## src/rtl/gcm_pkg.sv

```systemverilog
// Shared types and constants for the greedy coin change block.
// Used by gcm_div and greedy_change_maker; depends on nothing else.
package gcm_pkg;

    // Field widths
    localparam int AMT_W     = 20;
    localparam int COIN_W    = 16;
    localparam int CNT_W     = 20;
    localparam int IDX_OUT_W = 3;
    localparam int USE_W     = 3;
    localparam int REG_IDX_W = 3;

    // Number of coin slots and how many of them are configurable
    localparam int MAX_COINS     = 6;
    localparam int NUM_COIN_REGS = 6;
    localparam int IDX_W         = (MAX_COINS > 1) ? $clog2(MAX_COINS) : 1;

    // Divider step counter width: one quotient bit per step
    localparam int STEP_W = $clog2(AMT_W);

    // Configuration register indexes
    localparam logic [REG_IDX_W-1:0] REG_COINS_IN_USE = 3'd0;
    localparam logic [REG_IDX_W-1:0] REG_COIN_VALUE_0 = 3'd1;

    // Reset value of coins_in_use
    localparam logic [USE_W-1:0] COINS_IN_USE_RESET = 3'd6;

    // Request to the shared divider
    typedef struct packed {
        logic              go;
        logic [AMT_W-1:0]  dividend;
        logic [COIN_W-1:0] divisor;
    } div_req_t;

    // Response from the shared divider
    typedef struct packed {
        logic              done;
        logic [AMT_W-1:0]  quotient;
        logic [COIN_W-1:0] remainder;
    } div_rsp_t;

    // Reset values of the coin registers, largest coin first
    function automatic logic [COIN_W-1:0] default_coin(input int i);
        logic [COIN_W-1:0] v;
        begin
            unique case (i)
                0:       v = 16'd200;
                1:       v = 16'd100;
                2:       v = 16'd50;
                3:       v = 16'd20;
                4:       v = 16'd5;
                default: v = 16'd1;
            endcase
            return v;
        end
    endfunction

endpackage

```

## src/rtl/gcm_div.sv

```systemverilog
// Bit-serial restoring divider shared by all coin slots of the change maker.
// Depends on gcm_pkg for widths and the request and response structs.
module gcm_div (
    input  logic              clk,
    input  logic              rst_n,
    input  gcm_pkg::div_req_t req,
    output gcm_pkg::div_rsp_t rsp
);

    logic                             busy_reg;
    logic                             done_reg;
    logic [gcm_pkg::STEP_W-1:0]       step_reg;
    logic [gcm_pkg::AMT_W-1:0]        dq_reg;
    logic [gcm_pkg::COIN_W-1:0]       rem_reg;
    logic [gcm_pkg::COIN_W-1:0]       div_reg;

    logic [gcm_pkg::COIN_W:0]         trial;
    logic                             fits;
    logic [gcm_pkg::COIN_W:0]         diff;
    logic [gcm_pkg::COIN_W-1:0]       rem_next;

    // One step: bring down the next dividend bit and try a subtraction.
    always_comb
    begin
        trial    = {rem_reg, dq_reg[gcm_pkg::AMT_W-1]};
        diff     = trial - {1'b0, div_reg};
        fits     = (trial >= {1'b0, div_reg});
        rem_next = fits ? diff[gcm_pkg::COIN_W-1:0] : trial[gcm_pkg::COIN_W-1:0];
    end

    // Control state; the dividend register collects quotient bits at its bottom.
    always_ff @(posedge clk or negedge rst_n)
    begin
        if (!rst_n)
        begin
            busy_reg <= 1'b0;
            done_reg <= 1'b0;
            step_reg <= '0;
        end
        else
        begin
            done_reg <= 1'b0;
            if (req.go)
            begin
                busy_reg <= 1'b1;
                step_reg <= '0;
            end
            else if (busy_reg)
            begin
                if (step_reg == gcm_pkg::STEP_W'(gcm_pkg::AMT_W - 1))
                begin
                    busy_reg <= 1'b0;
                    done_reg <= 1'b1;
                end
                step_reg <= step_reg + 1'b1;
            end
        end
    end

    // Datapath registers carry no reset.
    always_ff @(posedge clk)
    begin
        if (req.go)
        begin
            dq_reg  <= req.dividend;
            rem_reg <= '0;
            div_reg <= req.divisor;
        end
        else if (busy_reg)
        begin
            dq_reg  <= {dq_reg[gcm_pkg::AMT_W-2:0], fits};
            rem_reg <= rem_next;
        end
    end

    assign rsp.done      = done_reg;
    assign rsp.quotient  = dq_reg;
    assign rsp.remainder = rem_reg;

endmodule

```

## src/rtl/greedy_change_maker.sv

```systemverilog
// Greedy coin change: splits an amount in cents over the configured coin values.
// Each nonzero coin in use takes one division on the 20-step shared divider, a zero coin
// none; a check of the remainder follows, then the results, one per cycle. A new amount is
// taken only once the block is idle again after the last result of the previous one.
// Reset (rst_n, asynchronous, active low) restores coins 200..1 cents with six in use.
// Depends on gcm_pkg and gcm_div; results are one-cycle strobes that cannot be stalled.
module greedy_change_maker (
    input  logic                              clk,
    input  logic                              rst_n,
    input  logic                              start,
    output logic                              busy,
    input  logic [gcm_pkg::AMT_W-1:0]         amount_cents,
    output logic                              result_valid,
    output logic [gcm_pkg::IDX_OUT_W-1:0]     coin_index,
    output logic [gcm_pkg::CNT_W-1:0]         coin_count,
    output logic                              no_solution,
    output logic                              last,
    input  logic                              cfg_valid,
    output logic                              cfg_ready,
    input  logic [gcm_pkg::REG_IDX_W-1:0]     cfg_index,
    input  logic [gcm_pkg::COIN_W-1:0]        cfg_data
);

    typedef enum logic [2:0] {
        ST_IDLE,
        ST_LAUNCH,
        ST_WAIT_DIV,
        ST_CHECK,
        ST_EMIT
    } state_t;

    state_t                            state_reg;
    logic [gcm_pkg::USE_W-1:0]         coins_in_use_reg;
    logic [gcm_pkg::COIN_W-1:0]        coin_value_reg [gcm_pkg::NUM_COIN_REGS];
    logic [gcm_pkg::CNT_W-1:0]         counts_reg [gcm_pkg::MAX_COINS];
    logic [gcm_pkg::AMT_W-1:0]         rem_reg;
    logic [gcm_pkg::IDX_W-1:0]         idx_reg;
    logic [gcm_pkg::IDX_W-1:0]         last_idx_reg;
    logic                              div_go_reg;
    logic                              result_valid_reg;
    logic [gcm_pkg::IDX_OUT_W-1:0]     coin_index_reg;
    logic [gcm_pkg::CNT_W-1:0]         coin_count_reg;
    logic                              no_solution_reg;
    logic                              last_reg;

    logic [gcm_pkg::COIN_W-1:0]        cur_coin;
    logic [gcm_pkg::IDX_W-1:0]         last_idx_next;
    gcm_pkg::div_req_t                 div_req;
    gcm_pkg::div_rsp_t                 div_rsp;

    // Shared divider
    gcm_div u_div (
        .clk   (clk),
        .rst_n (rst_n),
        .req   (div_req),
        .rsp   (div_rsp)
    );

    assign div_req.go       = div_go_reg;
    assign div_req.dividend = rem_reg;
    assign div_req.divisor  = cur_coin;

    // Coin value of the current slot; slots without a register are worth one cent.
    always_comb
    begin
        cur_coin = gcm_pkg::COIN_W'(1);
        for (int i = 0; i < gcm_pkg::NUM_COIN_REGS; i++)
        begin
            if (32'(idx_reg) == i)
            begin
                cur_coin = coin_value_reg[i];
            end
        end
    end

    // Index of the last coin in use, with the register clamped to the valid range.
    always_comb
    begin
        if (coins_in_use_reg == '0)
        begin
            last_idx_next = '0;
        end
        else if (32'(coins_in_use_reg) > gcm_pkg::MAX_COINS)
        begin
            last_idx_next = gcm_pkg::IDX_W'(gcm_pkg::MAX_COINS - 1);
        end
        else
        begin
            last_idx_next = gcm_pkg::IDX_W'(coins_in_use_reg - 1'b1);
        end
    end

    // Configuration registers; writes are always taken.
    assign cfg_ready = 1'b1;

    always_ff @(posedge clk or negedge rst_n)
    begin
        if (!rst_n)
        begin
            coins_in_use_reg <= gcm_pkg::COINS_IN_USE_RESET;
            for (int i = 0; i < gcm_pkg::NUM_COIN_REGS; i++)
            begin
                coin_value_reg[i] <= gcm_pkg::default_coin(i);
            end
        end
        else if (cfg_valid && cfg_ready)
        begin
            if (cfg_index == gcm_pkg::REG_COINS_IN_USE)
            begin
                coins_in_use_reg <= cfg_data[gcm_pkg::USE_W-1:0];
            end
            for (int i = 0; i < gcm_pkg::NUM_COIN_REGS; i++)
            begin
                if (cfg_index == gcm_pkg::REG_IDX_W'(32'(gcm_pkg::REG_COIN_VALUE_0) + i))
                begin
                    coin_value_reg[i] <= cfg_data;
                end
            end
        end
    end

    // Sequencer: one division per nonzero coin, then the check, then the results.
    always_ff @(posedge clk or negedge rst_n)
    begin
        if (!rst_n)
        begin
            state_reg        <= ST_IDLE;
            div_go_reg       <= 1'b0;
            result_valid_reg <= 1'b0;
            idx_reg          <= '0;
            last_idx_reg     <= '0;
        end
        else
        begin
            div_go_reg       <= 1'b0;
            result_valid_reg <= 1'b0;
            unique case (state_reg)
                ST_IDLE:
                begin
                    if (start)
                    begin
                        rem_reg      <= amount_cents;
                        idx_reg      <= '0;
                        last_idx_reg <= last_idx_next;
                        state_reg    <= ST_LAUNCH;
                    end
                end
                ST_LAUNCH:
                begin
                    if (cur_coin == '0)
                    begin
                        // A zero coin takes nothing and passes the remainder on.
                        counts_reg[idx_reg] <= '0;
                        if (idx_reg == last_idx_reg)
                        begin
                            state_reg <= ST_CHECK;
                        end
                        else
                        begin
                            idx_reg <= idx_reg + 1'b1;
                        end
                    end
                    else
                    begin
                        div_go_reg <= 1'b1;
                        state_reg  <= ST_WAIT_DIV;
                    end
                end
                ST_WAIT_DIV:
                begin
                    if (div_rsp.done)
                    begin
                        counts_reg[idx_reg] <= div_rsp.quotient;
                        rem_reg <= gcm_pkg::AMT_W'(div_rsp.remainder);
                        if (idx_reg == last_idx_reg)
                        begin
                            state_reg <= ST_CHECK;
                        end
                        else
                        begin
                            idx_reg   <= idx_reg + 1'b1;
                            state_reg <= ST_LAUNCH;
                        end
                    end
                end
                ST_CHECK:
                begin
                    idx_reg <= '0;
                    if (rem_reg != '0)
                    begin
                        // Something is left over: a single no-solution result.
                        result_valid_reg <= 1'b1;
                        coin_index_reg   <= '0;
                        coin_count_reg   <= '0;
                        no_solution_reg  <= 1'b1;
                        last_reg         <= 1'b1;
                        state_reg        <= ST_IDLE;
                    end
                    else
                    begin
                        state_reg <= ST_EMIT;
                    end
                end
                ST_EMIT:
                begin
                    // One count per cycle, in register order.
                    result_valid_reg <= 1'b1;
                    coin_index_reg   <= gcm_pkg::IDX_OUT_W'(idx_reg);
                    coin_count_reg   <= counts_reg[idx_reg];
                    no_solution_reg  <= 1'b0;
                    last_reg         <= (idx_reg == last_idx_reg);
                    if (idx_reg == last_idx_reg)
                    begin
                        state_reg <= ST_IDLE;
                    end
                    else
                    begin
                        idx_reg <= idx_reg + 1'b1;
                    end
                end
                default:
                begin
                    state_reg <= ST_IDLE;
                end
            endcase
        end
    end

    assign busy         = (state_reg != ST_IDLE);
    assign result_valid = result_valid_reg;
    assign coin_index   = coin_index_reg;
    assign coin_count   = coin_count_reg;
    assign no_solution  = no_solution_reg;
    assign last         = last_reg;

endmodule

```

## config.mk

```make
export PLATFORM = sky130hd
export DESIGN_NAME = greedy_change_maker
export DESIGN_NICKNAME = d
export VERILOG_FILES = /design/src/rtl/gcm_pkg.sv /design/src/rtl/gcm_div.sv /design/src/rtl/greedy_change_maker.sv
export SDC_FILE = /design/constraint.sdc
export NUM_CORES = 1
export LEC_CHECK = 0
export BUFFER_PORTS_ARGS = -buffer_cell sky130_fd_sc_hd__buf_4
export CORE_MARGIN = 2
export CORE_UTILIZATION = 44
export CTS_CLUSTER_SIZE = 24
export DETAILED_ROUTE_END_ITERATION = 16
export SYNTH_ARGS = -nofsm -noshare
export SYNTH_HDL_FRONTEND = slang
export SYNTH_SLANG_ARGS = --single-unit
export TNS_END_PERCENT = 5
```

## constraint.sdc

```tcl
create_clock -name clk -period 9.55 [get_ports clk]
set_input_delay 2.865 -clock clk [delete_from_list [all_inputs] [get_ports clk]]
set_output_delay 2.865 -clock clk [all_outputs]
set_load 0.02 [all_outputs]
```

==> run_results.csv, run 1 <==
group,metric,value,unit
setup_path,cp_data_required_time,9.73,ns
sta,max_transition_margin,28.4,%
clocking,post_cts_hold_buffer_count,0,
setup_path,cpMostUsedCell,"buf_4",
die,floorplan.die.width,189,µm
route,number_of_nets_still_failing_antenna_checks_after_routing,0,
sta,rsz_0062_raised_after_global_routing,"no",
setup_path,worst_setup_path_endpoint,"counts_reg[5][9]$_DFFE_PP_",
synth,synth_sequential_area_ratio,61.9,%
setup_path,start_kind,"flop",
setup_path,rrSetupSlack,4.70,ns
setup_path,critical_path.max_stage_delay,0.54,ns
synth,netlist-cell-type-count,66,
placed_design,place.detailed.hpwl,20500,µm
cells_and_area,antenna-diode-count,0,
worst_hold_path,min_path_type,"flop to flop",
pwr,power_density,189,nW/µm²
cells_and_area,layout_common_cells,"201 x edfxtp_1, 134 x mux2_2, 97 x dfrtp_1",
placed_design,gp_congestion,0.802,
flow_run,cap_violations,0,
clocking,cts.reportedPaths.clkPinSlew,0.06,ns
sta,hold_violations,0,
sta,period_share,50.8,%
global_route,first_global_vias,9110,
route,finalWirelength,31900,µm
global_route,antenna_found_initial,0,
synth,proportion_of_register_bits_with_asynchronous_set_or_reset_after_synthesis,35.0,%
route,drt-vias-per-instance,5.37,
clocking,tritoncts,"built",
clocking,clock_sink_count,334,
cells_and_area,nets,1283,
synth,synth-main-ff-cell,"edfxtp_1",
sta,setup_viol_count_final,0,
setup_path,crit_arrival,5.03,ns
cells_and_area,syn2layout_area_growth,15.0,%
die,placeableCoreArea,33600,µm²
synth,synthesis.area,15000,µm²
setup_path,highest_net_fanout_along_the_worst_path,58,
sta,tightestPinTransition,1.07,ns
sta,period_minus_slack,4.85,ns
setup_path,regToRegStartpoint,"idx_reg[0]$_DFFE_PN0P_",
sta,max_clock_freq,0.206,GHz
clocking,worst_skew_pair.late_latency,0.53,ns
pwr,finalPower,3.26,mW
pwr,power.share.switching,21.7,%
placed_design,port_buffers,69,
clocking,cts-buffers-inserted,37,
route,num_vias,9082,
pwr,peak_ir_drop_on_the_vdd_network,0.000143,V
die,die_height,189,µm
cells_and_area,layout_commonest_cell,"edfxtp_1",
pwr,clock_power_share,42.3,%
pwr,fraction_of_power_consumed_by_sequential_logic,51.3,%
setup_path,timing.critical_path.cells,"buf_4 > ha_2 > buf_4 > o21ai_2 > and2_1 > a221o_1 > or2_1 > nor4_2 > nand4_1 > or2_4 > a2111oi_2 > buf_4",
cells_and_area,largest_register_ffs,120,
clocking,htree_num_levels,2,
die,num_rows,67,
global_route,maximum_number_of_pins_on_one_net_before_global_route_repair,93,
synth,synthesis.nets,1215,
cells_and_area,drive_above_1_share,26.5,%
setup_path,critPathCaptureType,"flop",
route,avgRoutedWirePerCell,18.9,µm
clocking,cts_root_buffer,"clkbuf_16",
sta,worst_clock_skew,0.0198,ns
sta,slew_violations,0,
synth,synth_edf_count,201,
clocking,post_cts_setup_inserts,0,
synth,ys_warn_count,0,
setup_path,critical-path-slowest-cell,"buf_4",
pwr,p_leak,6.27,nW
setup_path,crit-reg2reg-capture,"counts_reg[5][9]$_DFFE_PP_",
die,initial_core_util,44.7,%
pwr,p_switching,0.707,mW
die,fp.dieArea,35700,µm²
synth,synth_area_per_cell,13.1,µm²
route,starting_drc_count_in_detailed_routing,563,
global_route,grt_first_pass_wirelength,50900,µm
sta,setup_tns,0,ns
setup_path,timing_worst_setup_path_type,"flop to flop",
setup_path,worst-r2r-cell-count,12,
clocking,post_cts_resized,0,
route,drtPass1Iterations,5,
global_route,global_route.usage.total,18.1,%
clocking,cts_max_path_buffers,3,
die,ioPinCount,71,
pwr,p_int,2.55,mW
cells_and_area,fillCellCount,2883,
synth,cell_count_after_synthesis,1146,
synth,postSynthRegisterBits,334,
route,drc,0,
pwr,combPwrFrac,6.4,%
outcome,outcome,"finished clean",
setup_path,critPathLaunch,"idx_reg[0]$_DFFE_PN0P_",
global_route,overflow,0,
cell families after synthesis:
group	count (synthesis)	share of synthesized area [%]
DFF	334	61.9
and+or+nand+nor	272	8.99
AOI/OAI and AO/OA	206	8.74
muxes	188	14.4
buffers and inverters	101	2.73
adders and majority gates	26	2.21
xor gates and xnor gates	18	1.05
other	1	0.0249
worst min-delay path by stage:
stage	start	to	slack, ns	cells past startpoint
2_1_floorplan	u_div.rem_reg[15]$_SDFFE_PP0P_	u_div.rem_reg[15]$_SDFFE_PP0P_	0.46	2
3_3_place_gp	u_div.rem_reg[15]$_SDFFE_PP0P_	u_div.rem_reg[15]$_SDFFE_PP0P_	0.47	2
3_5_place_dp	u_div.rem_reg[15]$_SDFFE_PP0P_	u_div.rem_reg[15]$_SDFFE_PP0P_	0.48	2
4_1_cts	u_div.rem_reg[15]$_SDFFE_PP0P_	u_div.rem_reg[15]$_SDFFE_PP0P_	0.49	2
5_1_grt	u_div.rem_reg[15]$_SDFFE_PP0P_	u_div.rem_reg[15]$_SDFFE_PP0P_	0.51	2
6_report	u_div.rem_reg[15]$_SDFFE_PP0P_	u_div.rem_reg[15]$_SDFFE_PP0P_	0.49	2
power by group through the flow:
stage | Combinational (mW) | Clock [mW] | Sequential (mW)
CTS | 0.212 | 1.42 | 1.67
floorplan | 0.149 | 0 | 1.69
finish | 0.209 | 1.38 | 1.67
detailed placement | 0.212 | 0 | 1.70
global route | 0.232 | 1.48 | 1.69
global placement | 0.206 | 0 | 1.70
Yosys cell counts (all sizes together), types with 4 or more instances:
| library cell | instances | area share [%] |
|---|---|---|
| nand3b | 13 | 0.65 |
| a211oi | 33 | 1.6 |
| inv | 36 | 0.90 |
| a21oi | 63 | 2.1 |
| xor2 | 6 | 0.35 |
| nor3 | 8 | 0.27 |
| nand4 | 6 | 0.25 |
| a21o | 9 | 0.45 |
| mux4 | 9 | 1.3 |
| edfxtp | 201 | 40 |
| xnor2 | 12 | 0.70 |
| dfrtp | 101 | 17 |
| a22o | 4 | 0.23 |
| and2 | 24 | 1.0 |
| nor2b | 17 | 0.71 |
| nor3b | 6 | 0.30 |
| dfstp | 16 | 2.8 |
| o21ai | 48 | 1.6 |
| nor4 | 10 | 0.46 |
| o22ai | 5 | 0.21 |
| a2111oi | 7 | 0.48 |
| dfxtp | 16 | 2.1 |
| and3 | 4 | 0.17 |
| nand4b | 4 | 0.23 |
| a22oi | 7 | 0.35 |
| nand3 | 13 | 0.43 |
| buf | 26 | 0.86 |
| nor2 | 81 | 2.0 |
| mux2 | 135 | 10 |
| o211ai | 4 | 0.20 |
| nand2b | 10 | 0.42 |
| clkbuf | 39 | 0.97 |
| o21a | 4 | 0.20 |
| nand2 | 66 | 1.6 |
| ha | 25 | 2.1 |
| mux2i | 44 | 2.9 |
| or2 | 6 | 0.27 |
cell type report:
type / instances / area (µm²) / area share, %
repair buffers: 94 / 706 / 4.08
flip-flops and latches: 334 / 9310 / 53.8
clock inverters: 20 / 174 / 1.01
inverters: 36 / 135 / 0.782
multi-input cells: 711 / 5390 / 31.2
well taps: 448 / 561 / 3.24
clock buffers: 48 / 1020 / 5.89
per-layer routing:
layer  part of all wire (%)  vias up  track usage [%]
met1                     45     4542             23.8
met5                      0        -                0
met3                    2.9       40             2.56
met4                    1.9        0             4.57
met2                     51      130             31.8
li1                       -     4370                -
per-stage QoR:
stage                     hold WS [ns]  cell area [µm²]  worst slack, ns  instances  util (%)
final                            0.489            17300             4.70       1691      51.4
after global routing             0.507            17300             4.33       1691      51.4
after CTS                        0.488            17300             4.62       1691      51.4
after detailed placement         0.477            16100             4.19       1623      47.9
after global placement           0.472            16100             4.22       1623      47.9
after floorplan                  0.455            15000             3.10       1146         -
worst max-delay path, delay by kind of cell (launching register included):
kind / cells / cell delay, ns
flops: 1 / 0.39
simple gates: 5 / 1.41
buf+inv: 3 / 1.43
fa+ha+maj: 1 / 0.29
compound gates: 3 / 0.98
(Power assumes the default switching activity.)
==> inputs of run 2 (changes only) <==
clock period = 3.89 ns   (was 9.55 ns; I/O delays follow)
==> run 2 against run 1 <==
- core utilization is 0.92 points higher
- clock skew fell by 0.0047 ns
- fmax increased by 34%
- sequential power up 150%
- register-to-register slack worse by 4.4 ns
- flip-flop and latch count is the same
- cell count grew 0.71%
- first-iteration DRC count is 7.6% higher
- wire length is 5.1% higher
==> run_results.csv, run 2 (synthesis gave the netlist of run 1 again) <==
group,metric,value,unit
setup_path,crit_arrival,3.84,ns
sta,setup_viol_count_final,0,
cells_and_area,layout_commonest_cell,"edfxtp_1",
route,starting_drc_count_in_detailed_routing,606,
setup_path,crit_path_max_delay_family,"simple AND/OR/NAND/NOR gates",
setup_path,critical_path.max_stage_delay,0.45,ns
setup_path,cp_data_required_time,4.10,ns
pwr,power.share.switching,21.6,%
cells_and_area,syn2layout_area_growth,17.0,%
setup_path,highest_net_fanout_along_the_worst_path,28,
route,number_of_nets_still_failing_antenna_checks_after_routing,0,
die,initial_core_util,44.7,%
cells_and_area,largest_register_ffs,120,
pwr,fraction_of_power_consumed_by_sequential_logic,50.7,%
pwr,clock_power_share,42.9,%
sta,worst_clock_skew,0.0151,ns
outcome,outcome,"finished clean",
cells_and_area,antenna-diode-count,0,
clocking,clock_sink_count,334,
sta,setup_tns,0,ns
die,placeableCoreArea,33600,µm²
sta,max_transition_margin,45.5,%
flow_run,cap_violations,0,
global_route,first_global_vias,9450,
sta,rsz_0062_raised_after_global_routing,"no",
setup_path,timing.critical_path.cells,"clkinvlp_4 > ha_2 > buf_4 > nor2b_1 > o31ai_1 > o211a_2 > or2_1 > nor4_2 > nand4_1 > or2_4 > a2111oi_4 > buf_12",
sta,period_share,93.3,%
pwr,p_int,6.40,mW
setup_path,critical-path-slowest-cell,"dfrtp_2",
pwr,power_density,465,nW/µm²
global_route,overflow,0,
pwr,combPwrFrac,6.4,%
clocking,tritoncts,"built",
placed_design,port_buffers,69,
clocking,worst_skew_pair.late_latency,0.52,ns
placed_design,place_worst_setup_slack,0.169,ns
die,die_height,189,µm
cells_and_area,drive_above_1_share,27.6,%
sta,period_minus_slack,3.63,ns
die,num_rows,67,
route,drc,0,
sta,max_clock_freq,0.276,GHz
sta,hold_violations,0,
setup_path,timing_worst_setup_path_type,"flop to flop",
worst_hold_path,min_path_type,"primary input to asynchronous set/reset pin",
placed_design,place.detailed.hpwl,22200,µm
setup_path,start_kind,"flop",
global_route,maximum_number_of_pins_on_one_net_before_global_route_repair,67,
global_route,global_route.usage.total,19.0,%
cells_and_area,layout_common_cells,"201 x edfxtp_1, 134 x mux2_2, 100 x buf_4",
global_route,antenna_found_initial,0,
clocking,cts-buffers-inserted,37,
route,num_vias,9249,
die,ioPinCount,71,
route,finalWirelength,33600,µm
route,drtPass1Iterations,5,
route,avgRoutedWirePerCell,19.7,µm
setup_path,path_buf_inv,3,
placed_design,cell_count_after_placement,1634,
die,fp.dieArea,35700,µm²
clocking,cts.reportedPaths.clkPinSlew,0.06,ns
pwr,p_leak,6.37,nW
sta,postLayoutSetupSlackWorst,0.263,ns
sta,tightestPinTransition,0.818,ns
clocking,post_cts_hold_buffer_count,0,
clocking,cts_root_buffer,"clkbuf_16",
placed_design,gp_congestion,0.822,
cells_and_area,layoutNonFillerInstCount,1703,
clocking,htree_num_levels,2,
clocking,cts_max_path_buffers,3,
pwr,p_switching,1.77,mW
cells_and_area,nets,1296,
route,drt-vias-per-instance,5.43,
global_route,grt_first_pass_wirelength,52900,µm
die,floorplan.die.width,189,µm
setup_path,critPathCaptureType,"flop",
sta,whs,0.489,ns
pwr,peak_ir_drop_on_the_vdd_network,0.000336,V
sta,slew_violations,0,
run 2: cell count changes in the layout (fill, tap and decap cells not counted), moves of 4 or more:
cell and delta:
clkbuf_1 +5, a2111oi_2 -4, clkinv_1 -5, buf_12 +7
buf_4 +6, a2111oi_4 +4
run 2: metal layers:
metal | vias up | wire length (µm) | part of all wire, % | global-route usage [%]
met1 | 4654 | 14900 | 44 | 25.0
met2 | 157 | 16900 | 50 | 33.0
met4 | 0 | 606 | 1.8 | 5.17
met5 | - | 0 | 0 | 0
met3 | 38 | 1090 | 3.3 | 2.65
li1 | 4400 | - | - | -
run 2: worst paths after layout:
| check | start | to | slack, ns | depth (start not counted) |
|---|---|---|---|---|
| setup / recovery | idx_reg[1]$_DFFE_PN0P_ | counts_reg[3][8]$_DFFE_PP_ | 0.26 | 12 |
| hold / removal | rst_n | idx_reg[0]$_DFFE_PN0P_ | 0.49 | 1 |
| setup reg to reg | idx_reg[1]$_DFFE_PN0P_ | counts_reg[3][8]$_DFFE_PP_ | 0.26 | 12 |
| hold reg to reg | u_div.rem_reg[15]$_SDFFE_PP0P_ | u_div.rem_reg[15]$_SDFFE_PP0P_ | 0.49 | 2 |
| max in group asynchronous | rst_n | idx_reg[1]$_DFFE_PN0P_ | 1.68 | 3 |
| min in group clk | u_div.rem_reg[15]$_SDFFE_PP0P_ | u_div.rem_reg[15]$_SDFFE_PP0P_ | 0.49 | 2 |
run 2: what timing repair did:
action / 4_1_cts / 5_1_grt
setup buffers: 0 / 2
hold endpoints to repair: 0 / 0
setup endpoints to repair: 0 / 100
gates resized for setup: 0 / 0
run 2: power groups by stage:
stage	combinational, mW	sequential [mW]	clock (mW)
final	0.522	4.14	3.51
after global routing	0.584	4.17	3.73
after CTS	0.530	4.14	3.59
after detailed placement	0.527	4.21	0
after global placement	0.511	4.21	0
after floorplan	0.364	4.14	0
run 2: per-stage QoR:
step	power, mW	area [µm²]	util (%)
after floorplan	4.51	15300	-
after global placement	4.72	16400	48.7
after detailed placement	4.73	16400	48.7
after CTS	8.26	17600	52.3
after global routing	8.48	17600	52.4
final	8.17	17600	52.4
run 2: area by class of cell:
| class | count | area [µm²] |
|---|---|---|
| fill | 2851 | 16000 |
| sequential | 334 | 9310 |
| multi-input combinational | 711 | 5480 |
| clock buffer | 52 | 1020 |
| timing repair buffer | 107 | 891 |
| tap | 448 | 561 |
| clock inverter | 15 | 195 |
| inverter | 36 | 143 |
